### src/rtl/tcon_pkg.sv
// shared constants, operation codes and control/status structs for the text console
package tcon_pkg;

	// default screen geometry
	localparam int DEF_COLUMNS = 80;
	localparam int DEF_ROWS    = 25;

	// field widths of the request and result items
	localparam int CHAR_W  = 8;
	localparam int COLOR_W = 8;
	localparam int CELL_W  = 16;
	localparam int COL_FW  = 7;
	localparam int ROW_FW  = 5;

	// character codes that start a new line
	localparam logic [CHAR_W-1:0] CH_LF = 8'd10;
	localparam logic [CHAR_W-1:0] CH_CR = 8'd13;

	// cell value after reset and attribute after reset
	localparam logic [CELL_W-1:0]  BLANK_CELL  = 16'h0720;
	localparam logic [COLOR_W-1:0] COLOR_RESET = 8'd7;

	// datapath operations issued by the controller
	localparam logic [2:0] OP_NONE   = 3'd0;
	localparam logic [2:0] OP_CLEAR  = 3'd1;
	localparam logic [2:0] OP_LOAD   = 3'd2;
	localparam logic [2:0] OP_EXEC   = 3'd3;
	localparam logic [2:0] OP_SHIFT  = 3'd4;
	localparam logic [2:0] OP_RESULT = 3'd5;

	typedef struct packed {
		logic [2:0] op;
	} cmd_t;

	typedef struct packed {
		logic clear_last;
		logic shift_last;
		logic need_scroll;
		logic out_free;
	} stat_t;

endpackage

### src/rtl/tcon_ctrl.sv
// controller state machine: clearing pass, request sequencing, scroll and result handoff
module tcon_ctrl (
	input  logic            clk,
	input  logic            arst_n,
	input  logic            s_valid,
	output logic            s_ready,
	input  tcon_pkg::stat_t stat,
	output tcon_pkg::cmd_t  cmd
);
	import tcon_pkg::*;

	localparam logic [2:0] ST_CLEAR  = 3'd0;
	localparam logic [2:0] ST_IDLE   = 3'd1;
	localparam logic [2:0] ST_EXEC   = 3'd2;
	localparam logic [2:0] ST_SCROLL = 3'd3;
	localparam logic [2:0] ST_RESULT = 3'd4;

	logic [2:0] state_q;
	logic [2:0] state_nxt;

	// next state and command decode
	always_comb begin
		state_nxt = state_q;
		cmd.op    = OP_NONE;
		s_ready   = 1'b0;
		case (state_q)
			ST_CLEAR: begin
				cmd.op = OP_CLEAR;
				if (stat.clear_last) begin
					state_nxt = ST_IDLE;
				end
			end
			ST_IDLE: begin
				s_ready = 1'b1;
				if (s_valid) begin
					cmd.op    = OP_LOAD;
					state_nxt = ST_EXEC;
				end
			end
			ST_EXEC: begin
				cmd.op    = OP_EXEC;
				state_nxt = stat.need_scroll ? ST_SCROLL : ST_RESULT;
			end
			ST_SCROLL: begin
				cmd.op = OP_SHIFT;
				if (stat.shift_last) begin
					state_nxt = ST_RESULT;
				end
			end
			ST_RESULT: begin
				if (stat.out_free) begin
					cmd.op    = OP_RESULT;
					state_nxt = ST_IDLE;
				end
			end
			default: begin
				state_nxt = ST_CLEAR;
			end
		endcase
	end

	// state register
	always_ff @(posedge clk or negedge arst_n) begin
		if (!arst_n) begin
			state_q <= ST_CLEAR;
		end else begin
			state_q <= state_nxt;
		end
	end

	a_ready_only_idle: assert property (@(posedge clk) disable iff (!arst_n)
		s_ready |-> state_q == ST_IDLE)
		else $error("request taken outside idle");

	a_scroll_from_exec: assert property (@(posedge clk) disable iff (!arst_n)
		$rose(state_q == ST_SCROLL) |-> $past(state_q) == ST_EXEC && $past(stat.need_scroll))
		else $error("scroll entered without a scrolling request");

	a_clear_then_idle: assert property (@(posedge clk) disable iff (!arst_n)
		state_q == ST_CLEAR && stat.clear_last |=> state_q == ST_IDLE)
		else $error("clearing pass did not finish into idle");

endmodule

### config.mk
export PLATFORM = sky130hd
export DESIGN_NAME = tcon_ctrl
export DESIGN_NICKNAME = d
export VERILOG_FILES = /design/src/rtl/tcon_pkg.sv /design/src/rtl/tcon_ctrl.sv
export SDC_FILE = /design/constraint.sdc
export NUM_CORES = 1
export LEC_CHECK = 0
export BUFFER_PORTS_ARGS = -buffer_cell sky130_fd_sc_hd__buf_2
export CAP_MARGIN = 40
export CORE_AREA = 2 2 39 41
export CTS_BUF_LIST = sky130_fd_sc_hd__clkbuf_4
export DETAILED_ROUTE_END_ITERATION = 7
export DIE_AREA = 0 0 41 43
export PLACE_DENSITY = 0.46
export SLEW_MARGIN = 40
export SYNTH_ARGS = -nofsm -noshare
export SYNTH_HDL_FRONTEND = slang
export SYNTH_SLANG_ARGS = --single-unit
### constraint.sdc
create_clock -name clk -period 2.16 [get_ports clk]
set_clock_uncertainty 0.15 [all_clocks]
set_input_delay 0.324 -clock clk [delete_from_list [all_inputs] [get_ports clk]]
set_output_delay 0.324 -clock clk [all_outputs]
set_load 0.02 [all_outputs]
# After elaboration in Yosys (flattened, before gate mapping)
# Cells that the tools add are included.
# word_totals
input_bits,7
regBits,3
word_cells,21
# op_classes
eq_ne,8
mux,10
reduce_logical,2
# op_table
op,n
3-bit case mux with 5 select lines,2
3-bit two-way mux,6
"2-bit inequality test, second input constant",4
"3-bit by 2-bit equality test with 1-bit output, second input constant",2
4-bit AND reduction,1
"3-bit by 1-bit equality test with 1-bit output, second input constant",1
"3-bit equality test, second input constant",1
3-bit logical NOT,1
2-bit two-way mux,1
1-bit two-way mux,1

# Logic depth before layout (Yosys ltp)
# logic_depth
word_depth,3
depth_mapped,4
depth_no_buf,3

# Least setup slack after synthesis
# OpenSTA, ideal clock, no wires.
# synth_timing
path_kind,register to output
startpoint,reg state_q[0]
endpoint,out cmd[2] (netlist name)
t_arrival_ps,1155
required_time_ps,1686
slack_ps,531
stages_incl_launch_ff,4
cell_sequence,dfrtp_1 buf_4 nand2b_1 o21ai_0
# synth_lines
element,line_no,rtl
start: declaration,tcon_ctrl.sv:18,logic [2:0] state_q;
start signal: assignment,tcon_ctrl.sv:67,state_q <= state_nxt;
end: declaration,tcon_ctrl.sv:8,output tcon_pkg::cmd_t cmd

==> results.toml <==
[outcome]
status = "finished clean"

[grt]
grt_pass1_vias = 216
grt_first_pass_wirelength_um = 814
grtUsageTotal = 0.0754
antenna_found_initial = 0
overflow = 0
grt_max_degree = 13

[pwr]
comb_power_share = 0.495
netSwitchingPower_uw = 229
intPower_uw = 285
irDropWorstVdd_uv = 296
p_leak_uw = 0.000155
power_density_nw_per_um2 = 1500
pwr-share-seq = 0.287
total_power_uw = 514
clock_power_share = 0.218
swShare = 0.445

[detailed_routing]
via_count = 245
drtIter0Drc = 4
dr.pass1.iters = 4
wl_um = 568
drtAntennaViolNets = 0
route.detailed.drc = 0
via_per_inst = 4.30
post_drt_wl_per_cell_um = 9.96

[cells_and_area]
seq_area_um2 = 75.1
diodes = 0
drive_above_1_share = 0.415
largest_register_ffs = 3
regMostFlops = "state_q"
fillCellCount = 158
instances_no_fill = 57
largest_registers = "state_q: 3 flops"
multiInputGateArea_um2 = 153
final_util = 0.247
syn2layout_area_growth_pct = 36.5
layout.nets = 49

[timing]
setup_viol = 0
rsz0062_at_grt = "false"
fmax_ghz = 0.582
slew_headroom = 0.783
period_minus_slack_ns = 1.72
drv_slew = 0
fin_crit_sh = 0.795
setup_slack_ns = 0.443
hold_violations = 0
fin_tns_setup_ns = 0
tightest_slew_ns = 0.325

[clock_tree]
cts_tree = "yes"
clockBufferDepth = 2
cts_sinks = 3
root_buffer = "clkbuf_4"
cts_buffers = 3
clkTransAtPathRegs_ns = 0.04
htree_levels = 1
clock_latency_ns = 0.23

[critical_path]
r2r-end = "state_q[0]$_DFFE_PN0P_"
r2r_cells = 3
arrival_ns = 1.24
worstSetupPathType = "flip-flop to output port"
critPathCaptureType = "output port"
required_ns = 1.69
reg2reg_from = "state_q[2]$_DFFE_PN0P_"
cp_max_fo = 7
ff2ff_setup_slack_ns = 0.75
crit_path_start_kind = "flip-flop"

[logic_synthesis]
ys_warn_count = 0
synth_nets = 35
synth_area_um2 = 250
syn_area_per_cell_um2 = 8.94
synth.distinct_cells = 18
seq_area_frac_synth = 0.300
ys_ff_latch = 3
synthCells = 28

[floorplanning]
ios = 11
core_area_um2 = 1380
die_w_um = 41
die_area_um2 = 1760
initial_core_util = 0.181
core.rowCount = 14
die-height_um = 43

[place]
place_ws_ns = 0.677
hpwl_um = 425
place.gp.congestion = 0.560
dp_cells = 52
portBuffers = 10

[worst_hold_path]
min-delay-path-class = "input port to flip-flop"
hold_path_depth = 2
whs_endpoint = "state_q[2]$_DFFE_PN0P_"
hp-start = "stat[0]"

[run]
max_cap_viol_count = 0
[synthesized netlist by cell type (all sizes together)]
library cell / number / area, um^2
a21oi: 4 / 20.0
dfrtp: 3 / 75.1
nand2: 3 / 11.3
nand2b: 3 / 26.3
buf: 2 / 18.8
nand3b: 2 / 15.0
o21ai: 2 / 10.0
inv: 1 / 3.75
mux2: 1 / 15.0
nand3: 1 / 5.00
nor2: 1 / 3.75
nor3b: 1 / 7.51
o211ai: 1 / 12.5
o311ai: 1 / 8.76
o32ai: 1 / 8.76
or3b: 1 / 8.76
[timing repair]
| item | in CTS | in global routing |
|---|---|---|
| hold buffers | 1 | 0 |
| endpoints found under the hold margin | 3 | 0 |
| buffers inserted | 0 | 0 |
| gates resized for setup | 0 | 0 |
[worst max path at each step]
| stage | cells past startpoint | to | from | slack [ns] |
|---|---|---|---|---|
| finish | 4 | cmd[1] | state_q[1]$_DFFE_PN0P_ | 0.44 |
| CTS | 4 | cmd[1] | state_q[1]$_DFFE_PN0P_ | 0.42 |
| global placement | 4 | cmd[1] | state_q[1]$_DFFE_PN0P_ | 0.68 |
| global route | 3 | cmd[2] | state_q[0]$_DFFE_PN0P_ | 0.33 |
| detailed placement | 4 | cmd[1] | state_q[1]$_DFFE_PN0P_ | 0.68 |
| floorplan | 3 | cmd[2] | state_q[0]$_DFFE_PN0P_ | 0.53 |
[routing by layer]
layer,vias to the layer above,routed length [um],track usage
met5,-,0,0
met4,0,0,0.0800
met3,0,27,0.0471
met2,6,274,0.106
met1,111,266,0.0645
li1,128,-,-
[through the flow]
stage,cell area [um^2],hold WS (ns)
after floorplan,250,-0.122
after global placement,302,-0.0267
after detailed placement,302,-0.0258
after CTS,342,0.183
after global routing,342,0.187
final,342,0.188
[worst max-delay path: stages, from the launching register on]
cell and delay [ns]:
dfrtp_1 0.45, inv_1 0.13, nand3_1 0.11, a21oi_1 0.14, buf_2 0.18
[power groups by stage]
stage | clock network [uW] | logic (uW) | registers, uW
after floorplan | 0 | 250 | 106
after global placement | 0 | 259 | 148
after detailed placement | 0 | 255 | 150
after CTS | 118 | 258 | 148
after global routing | 124 | 276 | 158
final | 112 | 254 | 148
[logic make-up (layout without fill, tap and decap cells)]
group / after synthesis / after routing / share of synthesized area
muxes: 1 / 1 / 0.0600
buffers and inverters: 3 / 16 / 0.0900
AOI/OAI and AO/OA: 9 / 9 / 0.240
and+or+nand+nor: 12 / 12 / 0.310
DFF: 3 / 3 / 0.300
[cell type report]
cell class / count / area share
clock buffers: 4 / 0.0879
inverters: 1 / 0.0110
flip-flops and latches: 3 / 0.220
well taps: 16 / 0.0586
repair buffers: 11 / 0.176
multi-input cells: 22 / 0.447
[layout by cell type (no fill, tap or decap), drive strengths merged, types with 2 or more instances in the layout]
master / instances
dfrtp: 3
buf: 10
a21oi: 4
o21ai: 2
clkbuf: 4
nand2b: 3
nand2: 3
nand3b: 2
No activity file was read; power rests on OpenSTA's default activity.
